### config.mk
export PLATFORM = sky130hd
export DESIGN_NAME = sensor_response_curve_mapper_core_flat
export DESIGN_NICKNAME = d
export VERILOG_FILES = /design/src/rtl/srcm_pkg.sv /design/src/rtl/srcm_sample_if.sv /design/src/rtl/srcm_cc_if.sv /design/src/rtl/srcm_div_cell.sv /design/src/rtl/srcm_sqrt_cell.sv /design/src/rtl/sensor_response_curve_mapper_core.sv /design/src/flat_wrapper.sv
export SDC_FILE = /design/constraint.sdc
export NUM_CORES = 2
export LEC_CHECK = 0
export CAP_MARGIN = 20
export CORE_ASPECT_RATIO = 1.1
export CORE_MARGIN = 2
export CORE_UTILIZATION = 56
export CTS_CLUSTER_DIAMETER = 60
export DETAILED_ROUTE_END_ITERATION = 6
export DONT_BUFFER_PORTS = 1
export PLACE_DENSITY_LB_ADDON = 0.1
export SLEW_MARGIN = 20
export SYNTH_ARGS = -nofsm -noshare
export SYNTH_HDL_FRONTEND = slang
export SYNTH_SLANG_ARGS = --single-unit
### constraint.sdc
create_clock -name clk -period 129.1 [get_ports clk]
set_clock_uncertainty 0.15 [all_clocks]
set_input_delay 25.82 -clock clk [delete_from_list [all_inputs] [get_ports clk]]
set_output_delay 25.82 -clock clk [all_outputs]
set_load 0.01 [all_outputs]
### src/rtl/srcm_pkg.sv
// ----------------------------------------------------------------------------
// srcm_pkg
// Shared types and constants for the sensor response curve mapper.
// ----------------------------------------------------------------------------
package srcm_pkg;

  localparam int FracBits = 16;
  localparam int XW       = FracBits + 1;          // value in [0, 1.0]
  localparam int DivCells = FracBits;              // quotient bits after the first
  localparam int SqrtCells = FracBits + 1;         // root bits
  localparam int RadW     = 2 * SqrtCells;         // radicand width
  localparam int SremW    = SqrtCells + 2;         // root remainder width

  localparam logic [XW-1:0] One = XW'(1) << FracBits;

  typedef enum logic [1:0] {
    CURVE_LINEAR = 2'd0,
    CURVE_SQUARE = 2'd1,
    CURVE_ROOT   = 2'd2,
    CURVE_SMOOTH = 2'd3
  } curve_t;

  typedef enum logic [1:0] {
    CLS_NORMAL = 2'd0,
    CLS_ZERO   = 2'd1,
    CLS_FULL   = 2'd2
  } cls_t;

  typedef enum logic [1:0] {
    REG_CAL_GAIN      = 2'd0,
    REG_CURVE_SELECT  = 2'd1,
    REG_RANGE_FLOOR   = 2'd2,
    REG_RANGE_CEILING = 2'd3
  } reg_idx_t;

  typedef struct packed {
    curve_t curve;
    cls_t   cls;
  } side_t;

  typedef struct packed {
    logic [XW-1:0]       rem;
    logic [XW-1:0]       quo;
    logic [FracBits-1:0] den;
    side_t               side;
  } div_t;

  typedef struct packed {
    logic [RadW-1:0]      rad;
    logic [SremW-1:0]     rem;
    logic [SqrtCells-1:0] root;
    logic [XW-1:0]        m;
    side_t                side;
  } sqrt_t;

endpackage

### src/rtl/srcm_sample_if.sv
// ----------------------------------------------------------------------------
// srcm_sample_if
// Input stream channel: one signed Q1.15 sensor sample per transfer.
// ----------------------------------------------------------------------------
interface srcm_sample_if;
  logic               valid;
  logic               ready;
  logic signed [15:0] sensor_sample;

  modport source (output valid, output sensor_sample, input ready);
  modport sink   (input valid, input sensor_sample, output ready);
endinterface

### src/rtl/srcm_cc_if.sv
// ----------------------------------------------------------------------------
// srcm_cc_if
// Output stream channel: one 7-bit controller value per transfer.
// ----------------------------------------------------------------------------
interface srcm_cc_if;
  logic       valid;
  logic       ready;
  logic [6:0] cc_value;

  modport source (output valid, output cc_value, input ready);
  modport sink   (input valid, input cc_value, output ready);
endinterface

### src/rtl/srcm_div_cell.sv
// ----------------------------------------------------------------------------
// srcm_div_cell
// One restoring division step: shift, compare, subtract, emit a quotient bit.
// ----------------------------------------------------------------------------
module srcm_div_cell (
  input  logic          clk,
  input  logic          rst,
  input  logic          en,
  input  logic          in_valid,
  input  srcm_pkg::div_t in_data,
  output logic          out_valid,
  output srcm_pkg::div_t out_data
);
  import srcm_pkg::*;

  logic [XW:0] trial;
  logic        take;

  assign trial = {in_data.rem, 1'b0};
  assign take  = trial >= {2'b00, in_data.den};

  always_ff @(posedge clk) begin
    if (rst) begin
      out_valid <= 1'b0;
    end else if (en) begin
      out_valid <= in_valid;
    end
  end

  always_ff @(posedge clk) begin
    if (en) begin
      out_data.rem  <= take ? XW'(trial - {2'b00, in_data.den}) : XW'(trial);
      out_data.quo  <= {in_data.quo[XW-2:0], take};
      out_data.den  <= in_data.den;
      out_data.side <= in_data.side;
    end
  end
endmodule

### src/rtl/srcm_sqrt_cell.sv
// ----------------------------------------------------------------------------
// srcm_sqrt_cell
// One digit-by-digit square root step: bring down two bits, emit a root bit.
// ----------------------------------------------------------------------------
module srcm_sqrt_cell (
  input  logic           clk,
  input  logic           rst,
  input  logic           en,
  input  logic           in_valid,
  input  srcm_pkg::sqrt_t in_data,
  output logic           out_valid,
  output srcm_pkg::sqrt_t out_data
);
  import srcm_pkg::*;

  logic [SremW-1:0] rem2;
  logic [SremW-1:0] trial;
  logic             take;

  assign rem2  = {in_data.rem[SremW-3:0], in_data.rad[RadW-1 -: 2]};
  assign trial = {in_data.root, 2'b01};
  assign take  = rem2 >= trial;

  always_ff @(posedge clk) begin
    if (rst) begin
      out_valid <= 1'b0;
    end else if (en) begin
      out_valid <= in_valid;
    end
  end

  always_ff @(posedge clk) begin
    if (en) begin
      out_data.rad  <= {in_data.rad[RadW-3:0], 2'b00};
      out_data.rem  <= take ? rem2 - trial : rem2;
      out_data.root <= {in_data.root[SqrtCells-2:0], take};
      out_data.m    <= in_data.m;
      out_data.side <= in_data.side;
    end
  end
endmodule

### src/rtl/sensor_response_curve_mapper_core.sv
// ----------------------------------------------------------------------------
// sensor_response_curve_mapper_core
// Sensor sample to MIDI controller value, trimmed and shaped by a curve.
// ----------------------------------------------------------------------------
// Pipeline: 2 front stages, 16 divider cells, 17 root cells, 3 multiply/select
//   stages and the output register, from input transfer to result valid.
// Throughput: one sample per cycle; the whole pipe advances as one and holds
//   only when the output register is full and not taken.
// Reset (synchronous, rst high): clears all valid bits, loads the register
//   defaults (unity gain, linear curve, full trim range).
// ----------------------------------------------------------------------------
module sensor_response_curve_mapper_core (
  input  logic        clk,
  input  logic        rst,
  input  logic        cfg_we,
  input  logic [1:0]  cfg_index,
  input  logic [15:0] cfg_data,
  srcm_sample_if.sink sample_ch,
  srcm_cc_if.source   cc_ch
);
  import srcm_pkg::*;

  // Configuration registers
  logic [15:0] cal_gain;
  curve_t      curve_select;
  logic [15:0] range_floor;
  logic [15:0] range_ceiling;

  always_ff @(posedge clk) begin
    if (rst) begin
      cal_gain      <= 16'd4096;
      curve_select  <= CURVE_LINEAR;
      range_floor   <= 16'd0;
      range_ceiling <= 16'hFFFF;
    end else if (cfg_we) begin
      case (reg_idx_t'(cfg_index))
        REG_CAL_GAIN:      cal_gain      <= cfg_data;
        REG_CURVE_SELECT:  curve_select  <= curve_t'(cfg_data[1:0]);
        REG_RANGE_FLOOR:   range_floor   <= cfg_data;
        REG_RANGE_CEILING: range_ceiling <= cfg_data;
        default: ;
      endcase
    end
  end

  // Global advance: move everything when the output slot is free or drains.
  logic en;
  assign en = !cc_ch.valid || cc_ch.ready;
  assign sample_ch.ready = en;

  // Stage 0: gain multiply, clamp to [0, 1.0]
  logic [31:0]   prod;
  logic [20:0]   x_wide;
  logic [XW-1:0] x_comb;
  logic          s0_valid;
  logic [XW-1:0] s0_x;

  assign prod   = {16'd0, sample_ch.sensor_sample} * {16'd0, cal_gain};
  assign x_wide = prod[31:11];

  always_comb begin
    if (sample_ch.sensor_sample[15]) begin
      x_comb = '0;
    end else if (x_wide > {4'd0, One}) begin
      x_comb = One;
    end else begin
      x_comb = x_wide[XW-1:0];
    end
  end

  always_ff @(posedge clk) begin
    if (rst) begin
      s0_valid <= 1'b0;
    end else if (en) begin
      s0_valid <= sample_ch.valid;
    end
  end

  always_ff @(posedge clk) begin
    if (en) begin
      s0_x <= x_comb;
    end
  end

  // Stage 1: trim classification and the top quotient bit
  cls_t          cls_comb;
  logic [XW-1:0] num;
  logic [15:0]   den;
  logic          q_top;
  div_t          div_in;
  logic          div_in_valid;

  assign num   = s0_x - {1'b0, range_floor};
  assign den   = range_ceiling - range_floor;
  assign q_top = num >= {1'b0, den};

  always_comb begin
    if (s0_x < {1'b0, range_floor}) begin
      cls_comb = CLS_ZERO;
    end else if (s0_x > {1'b0, range_ceiling}) begin
      cls_comb = CLS_FULL;
    end else if (range_ceiling == range_floor) begin
      cls_comb = CLS_ZERO;
    end else begin
      cls_comb = CLS_NORMAL;
    end
  end

  always_ff @(posedge clk) begin
    if (rst) begin
      div_in_valid <= 1'b0;
    end else if (en) begin
      div_in_valid <= s0_valid;
    end
  end

  always_ff @(posedge clk) begin
    if (en) begin
      div_in.rem        <= q_top ? num - {1'b0, den} : num;
      div_in.quo        <= {{(XW-1){1'b0}}, q_top};
      div_in.den        <= den;
      div_in.side.curve <= curve_select;
      div_in.side.cls   <= cls_comb;
    end
  end

  // Divider chain: one quotient bit per cell
  div_t div_d [DivCells+1];
  logic div_v [DivCells+1];

  assign div_d[0] = div_in;
  assign div_v[0] = div_in_valid;

  for (genvar i = 0; i < DivCells; i++) begin : g_div
    srcm_div_cell u_cell (
      .clk       (clk),
      .rst       (rst),
      .en        (en),
      .in_valid  (div_v[i]),
      .in_data   (div_d[i]),
      .out_valid (div_v[i+1]),
      .out_data  (div_d[i+1])
    );
  end

  // Root chain: radicand is m with FracBits zero bits below it
  sqrt_t sq_d [SqrtCells+1];
  logic  sq_v [SqrtCells+1];

  assign sq_d[0].rad  = {{(RadW-XW-FracBits){1'b0}}, div_d[DivCells].quo, {FracBits{1'b0}}};
  assign sq_d[0].rem  = '0;
  assign sq_d[0].root = '0;
  assign sq_d[0].m    = div_d[DivCells].quo;
  assign sq_d[0].side = div_d[DivCells].side;
  assign sq_v[0]      = div_v[DivCells];

  for (genvar j = 0; j < SqrtCells; j++) begin : g_sqrt
    srcm_sqrt_cell u_cell (
      .clk       (clk),
      .rst       (rst),
      .en        (en),
      .in_valid  (sq_v[j]),
      .in_data   (sq_d[j]),
      .out_valid (sq_v[j+1]),
      .out_data  (sq_d[j+1])
    );
  end

  // M1: square of m
  logic          m1_valid;
  logic [2*XW-1:0] m1_sq;
  logic [XW-1:0] m1_m;
  logic [XW-1:0] m1_root;
  side_t         m1_side;

  always_ff @(posedge clk) begin
    if (rst) begin
      m1_valid <= 1'b0;
    end else if (en) begin
      m1_valid <= sq_v[SqrtCells];
    end
  end

  always_ff @(posedge clk) begin
    if (en) begin
      m1_sq   <= sq_d[SqrtCells].m * sq_d[SqrtCells].m;
      m1_m    <= sq_d[SqrtCells].m;
      m1_root <= sq_d[SqrtCells].root;
      m1_side <= sq_d[SqrtCells].side;
    end
  end

  // M2: smoothstep product q * (3 - 2m)
  logic [XW-1:0]   q;
  logic [XW:0]     k;
  logic            m2_valid;
  logic [2*XW:0]   m2_pr;
  logic [XW-1:0]   m2_q;
  logic [XW-1:0]   m2_m;
  logic [XW-1:0]   m2_root;
  side_t           m2_side;

  assign q = m1_sq[FracBits +: XW];
  assign k = (XW+1)'(3 * (1 << FracBits)) - {m1_m, 1'b0};

  always_ff @(posedge clk) begin
    if (rst) begin
      m2_valid <= 1'b0;
    end else if (en) begin
      m2_valid <= m1_valid;
    end
  end

  always_ff @(posedge clk) begin
    if (en) begin
      m2_pr   <= {{(XW+1){1'b0}}, q} * {{XW{1'b0}}, k};
      m2_q    <= q;
      m2_m    <= m1_m;
      m2_root <= m1_root;
      m2_side <= m1_side;
    end
  end

  // M3: pick the curve, apply trim overrides, clamp to 1.0
  logic [XW-1:0] y_comb;
  logic [XW+1:0] smooth;
  logic          m3_valid;
  logic [XW-1:0] m3_y;

  assign smooth = m2_pr[FracBits +: (XW+2)];

  always_comb begin
    case (m2_side.curve)
      CURVE_LINEAR: y_comb = m2_m;
      CURVE_SQUARE: y_comb = m2_q;
      CURVE_ROOT:   y_comb = m2_root;
      CURVE_SMOOTH: y_comb = (smooth > {2'b00, One}) ? One : smooth[XW-1:0];
      default:      y_comb = m2_m;
    endcase
    if (y_comb > One) begin
      y_comb = One;
    end
    case (m2_side.cls)
      CLS_ZERO: y_comb = '0;
      CLS_FULL: y_comb = One;
      default: ;
    endcase
  end

  always_ff @(posedge clk) begin
    if (rst) begin
      m3_valid <= 1'b0;
    end else if (en) begin
      m3_valid <= m2_valid;
    end
  end

  always_ff @(posedge clk) begin
    if (en) begin
      m3_y <= y_comb;
    end
  end

  // Output register: scale by 127 and truncate
  logic [XW+6:0] scaled;
  logic [7:0]    cc_wide;

  assign scaled  = {7'd0, m3_y} * (XW+7)'(127);
  assign cc_wide = scaled[FracBits +: 8];

  always_ff @(posedge clk) begin
    if (rst) begin
      cc_ch.valid <= 1'b0;
    end else if (en) begin
      cc_ch.valid <= m3_valid;
    end
  end

  always_ff @(posedge clk) begin
    if (en) begin
      cc_ch.cc_value <= (cc_wide > 8'd127) ? 7'd127 : cc_wide[6:0];
    end
  end
endmodule
### src/flat_wrapper.sv
// flat-port wrapper written by rule: the top's interface ports become plain ports
module sensor_response_curve_mapper_core_flat import srcm_pkg::*;
  (clk, rst, cfg_we, cfg_index, cfg_data, sample_ch_valid, sample_ch_sensor_sample, sample_ch_ready, cc_ch_valid, cc_ch_cc_value, cc_ch_ready);
  srcm_sample_if sample_ch_i ();
  srcm_cc_if cc_ch_i ();
  input  logic clk;
  input  logic rst;
  input  logic cfg_we;
  input  logic [1:0] cfg_index;
  input  logic [15:0] cfg_data;
  input wire logic [$bits(sample_ch_i.valid)-1:0] sample_ch_valid;
  input wire logic [$bits(sample_ch_i.sensor_sample)-1:0] sample_ch_sensor_sample;
  output wire logic [$bits(sample_ch_i.ready)-1:0] sample_ch_ready;
  output wire logic [$bits(cc_ch_i.valid)-1:0] cc_ch_valid;
  output wire logic [$bits(cc_ch_i.cc_value)-1:0] cc_ch_cc_value;
  input wire logic [$bits(cc_ch_i.ready)-1:0] cc_ch_ready;
  assign sample_ch_i.valid = sample_ch_valid;
  assign sample_ch_i.sensor_sample = sample_ch_sensor_sample;
  assign sample_ch_ready = sample_ch_i.ready;
  assign cc_ch_valid = cc_ch_i.valid;
  assign cc_ch_cc_value = cc_ch_i.cc_value;
  assign cc_ch_i.ready = cc_ch_ready;
  sensor_response_curve_mapper_core u_core (.clk(clk), .rst(rst), .cfg_we(cfg_we), .cfg_index(cfg_index), .cfg_data(cfg_data), .sample_ch(sample_ch_i), .cc_ch(cc_ch_i));
endmodule
# Word level (Yosys, flattened, before mapping)
# Cells that the tools add are included.
# op_classes
addsub,35
n_mul,4
n_lt_le_gt_ge,40
n_eq_ne,9
mux,39
n_reduce_logical,9
# op_table
op,count
17-bit two-way mux,34
17-bit by 16-bit subtractor with 17-bit output,18
18-bit by 16-bit greater-or-equal comparator with 1-bit output,16
17-bit one-hot mux with 4 select lines,1
17-bit by 18-bit multiplier with 35-bit output,1
17-bit one-hot mux with 2 select lines,1
17-bit by 17-bit multiplier with 33-bit output,1
16-bit by 16-bit multiplier with 32-bit output,1
17-bit by 7-bit multiplier with 24-bit output (second input constant),1
21-bit by 17-bit greater-than comparator with 1-bit output (second input constant),1
19-bit by 10-bit greater-or-equal comparator with 1-bit output,1
19-bit by 11-bit greater-or-equal comparator with 1-bit output,1
19-bit by 12-bit greater-or-equal comparator with 1-bit output,1
19-bit by 13-bit greater-or-equal comparator with 1-bit output,1
19-bit by 14-bit greater-or-equal comparator with 1-bit output,1
19-bit by 15-bit greater-or-equal comparator with 1-bit output,1
19-bit by 16-bit greater-or-equal comparator with 1-bit output,1
19-bit by 17-bit greater-or-equal comparator with 1-bit output,1
19-bit by 18-bit greater-or-equal comparator with 1-bit output,1
19-bit by 3-bit greater-or-equal comparator with 1-bit output,1
19-bit by 4-bit greater-or-equal comparator with 1-bit output,1
19-bit by 5-bit greater-or-equal comparator with 1-bit output,1
19-bit by 6-bit greater-or-equal comparator with 1-bit output,1
19-bit by 7-bit greater-or-equal comparator with 1-bit output,1
36 further kinds,47
# word_totals
reg_bits,1879
input_bits,39
output_inout_bits,9
word_cells,392

# Depth between registers and ports, before layout
# depth
ltp_word,6
depth_mapped,31
depth_no_buf,28

# By module
# From an unflattened synthesis, not the netlist that was laid out.
# hier_totals
hier_cells,11885
hier_area_um2,152303.6
# modules_own_cells
mod,n_inst,cells_per_inst,area_per_inst_um2,seq_area_each_um2
srcm_sqrt_cell,17,273,4057.6,2692.6
srcm_div_cell,16,203,2777.7,1641.6
sensor_response_curve_mapper_core,1,3996,38881.0,7367.1

# Least setup slack after synthesis
# OpenSTA, ideal clock, no wires.
# synth_timing
path_kind,in2out
startpoint,input cc_ch_ready
endpoint,output sample_ch_ready
arrival_time_ns,70.733
required_ns,103.130
setup_slack_ns,32.397
stages,3
n_path_buf,1
path_cell_list,nor2b_1 -> inv_1 -> clkbuf_1
# synth_via
elab_chain_cells,1
# synth_rtl
item,line_no,text
from (decl),flat_wrapper.sv:16,input wire logic [$bits(cc_ch_i.ready)-1:0] cc_ch_ready;
1-bit logical OR,sensor_response_curve_mapper_core.sv:48,assign en = !cc_ch.valid || cc_ch.ready;
to (decl),flat_wrapper.sv:13,output wire logic [$bits(sample_ch_i.ready)-1:0] sample_ch_ready;
# No other way between the ends.

# Worst setup path in the final report
# Ends and elaborated chain as after synthesis.

==> reports/metrics.cfg <==
[critical_path]
path_buf_inv = 2
slowest_stage = inv_8
path_cells = nor2b_2, buf_4, inv_8
cpPeakStageDelay_ps = 600
critPathLaunchType = input pin
critPathLaunch = cc_ch_ready
r2r-start = u_core.m1_m[2]
worstPathArrival_ps = 26750
reg2reg_depth = 24
crit_path_end_kind = output port
required_ps = 103130
cp_num_cells = 3
critPathTopFamily = buffers and inverters
cp_max_fo = 121
critical_path_class = in -> out

[clock_network]
clk_pin_slew_ps = 60
cts_buffer_depth = 3
worstSkewPairLatency_ps = 810
cts_sinks = 1741
cts-hold-fix-buffers = 0
tritoncts = done
postCtsSetupRepairBufs = 0
htreeDepth = 4
numCtsBuffers = 184
cts_root_buffer = clkbuf_16
cts_resized = 0

[flow_run]
maxCapViolCount = 0

[finish]
final_area_sq_um = 117000
final_nets = 10800
drive_gt1_share_pct = 6.33
syn_to_final_growth_pct = 8.55
finalNonFillerCells = 12000

[floorplan]
die_h_um = 464
start_util_pct = 56.4
chipWidth_um = 422
die_area_sq_um = 196000
core-area_sq_um = 191000
io_pins = 48
rows = 168

[timing]
slew_violations = 0
tightest_slew_ps = 1110
tns_ps = 0
max_clock_freq_mhz = 19.0
hold_viol_final = 0
post-route-period-util_pct = 40.8
setup_viol = 0
timing.final.ws_setup_ps = 76380
min_period_ps = 52720
worst_slew_margin_rel_pct = 25.3
rsz0062_at_grt = no

[synthesis]
synthDistinctLibCells = 90
syn_nets = 10800
synth.avg_cell_area_sq_um = 11.7
synthFlopType = edfxtp_1
seq_area_frac_synth_pct = 47.8
synth_warnings = 0
netlist_instances = 9226
synth_enable_flop_cells = 1652
ys_seq_elements = 1741
synth-async-reset-ratio_pct = 0
syn_area_sq_um = 108000

[global_route]
track_usage_pct = 21.2
grt_max_degree = 201
grt_overflow_total = 0
antenna_found_initial = 1
grt_pass1_wl_mm = 338
grt_pass1_vias = 68300

[routing]
viasPerCell = 5.45
final_antenna_net_count = 0
drt_pre_antenna_iters = 7
routedWlPerCell_um = 17.1
vias = 65300
drt-total-wl_mm = 205
drt_first_iter_violations = 3888
drcViolationCount = 0

[worst_hold_path]
hp-class = reg -> reg
hold_start = u_core.g_div[6].u_cell.out_data[6]
hold_path_depth = 0

[place]
port_buffers = 0
placed_cell_area_sq_um = 111000
placed_cells = 11600
place_congestion = 0.882
dp_slack_ps = 76330
hpwl_mm = 152

[outcome]
outcome = finished clean

## path summary, 6_finish.rpt
kind / end / slack [ps]
setup / recovery: sample_ch_ready / 76380
hold / removal: u_core.g_div[7].u_cell.out_data[6] / 260
setup reg to reg: u_core.m2_pr[34] / 120470
hold reg to reg: u_core.g_div[7].u_cell.out_data[6] / 260
## synth_stat cells (63+ instances only)
cell type | instances | area, sq um
mux2_2 | 154 | 1730
nand3_1 | 63 | 315
clkbuf_1 | 178 | 668
o21ai_0 | 326 | 1630
a21oi_1 | 455 | 2280
xnor2_1 | 272 | 2380
nor3_1 | 135 | 676
nor2b_1 | 87 | 544
dfxtp_1 | 89 | 1780
inv_1 | 1393 | 5230
and2_1 | 333 | 2080
a21o_1 | 138 | 1040
nand2_1 | 861 | 3230
edfxtp_1 | 1652 | 49600
fa_1 | 688 | 13800
ha_1 | 825 | 10300
nor2_1 | 496 | 1860
or3_1 | 69 | 432
xor2_1 | 179 | 1570
o21a_1 | 75 | 563
## cells by family (layout without fill, tap and decap cells)
group           count (synthesis)  after routing  synth area share (%)
fa+ha+maj                    1513           1513                  22.4
other cells                     1              2               0.00349
compound gates               1416           1416                  8.32
xor+xnor                      451            451                  3.67
flops                        1741           1741                  47.8
mux                           180            180                  1.88
simple gates                 2333           2333                  10.3
buf+inv                      1591           1793                  5.57
## layer usage
metal | global-route usage [%] | routed length, um | up-vias
met4 | 8.69 | 8160 | 0
li1 | - | - | 31700
met5 | 0 | 0 | -
met3 | 2.64 | 7060 | 470
met2 | 38.7 | 106000 | 1173
met1 | 25.3 | 83600 | 32000
## registers in the layout, summed over array words and instances (netlist names), 19 cells and up
signal	cells
u_core.g_sqrt.u_cell.out_data	735
u_core.g_div.u_cell.out_data	711
u_core.div_d	38
u_core.m2_pr	19
## cell type report
class / count / area [sq um]
Sequential cell: 1741 / 51400
Fill cell: 15000 / 73900
Tap cell: 2550 / 3190
Antenna cell: 1 / 2.50
Inverter: 1397 / 5250
Timing Repair Buffer: 60 / 480
Clock inverter: 126 / 1290
Clock buffer: 210 / 4790
Multi-Input combinational cell: 5894 / 50300
## stage by stage
stage	util, %	hold WS [ps]
final	61.2	259
after global placement	58.0	250
after CTS	61.2	255
after global routing	61.2	264
after detailed placement	58.0	255
after floorplan	-	250
## cells in the final DEF (no fill, tap or decap), types with 36 or more instances in the layout
cell type and n:
a211oi_1 48, a21boi_0 48, a21o_1 138, a21oi_1 453, and2_1 333, buf_4 56
clkbuf_16 187, clkinv_2 38, dfxtp_1 89, edfxtp_1 1652, fa_1 688, ha_1 825
inv_1 1392, mux2_2 154, nand2_1 861, nand2b_1 55, nand3_1 63, nand4_1 50
nor2_1 494, nor2b_1 86, nor3_1 135, nor4_1 37, o21a_1 75, o21ai_0 324
o21bai_1 39, o31ai_1 46, or2_2 36, or3_1 69, xnor2_1 265, xor2_1 175
Power is not shown: default switching activity piles up to over one toggle a cycle in this logic, so the estimate is an artifact.
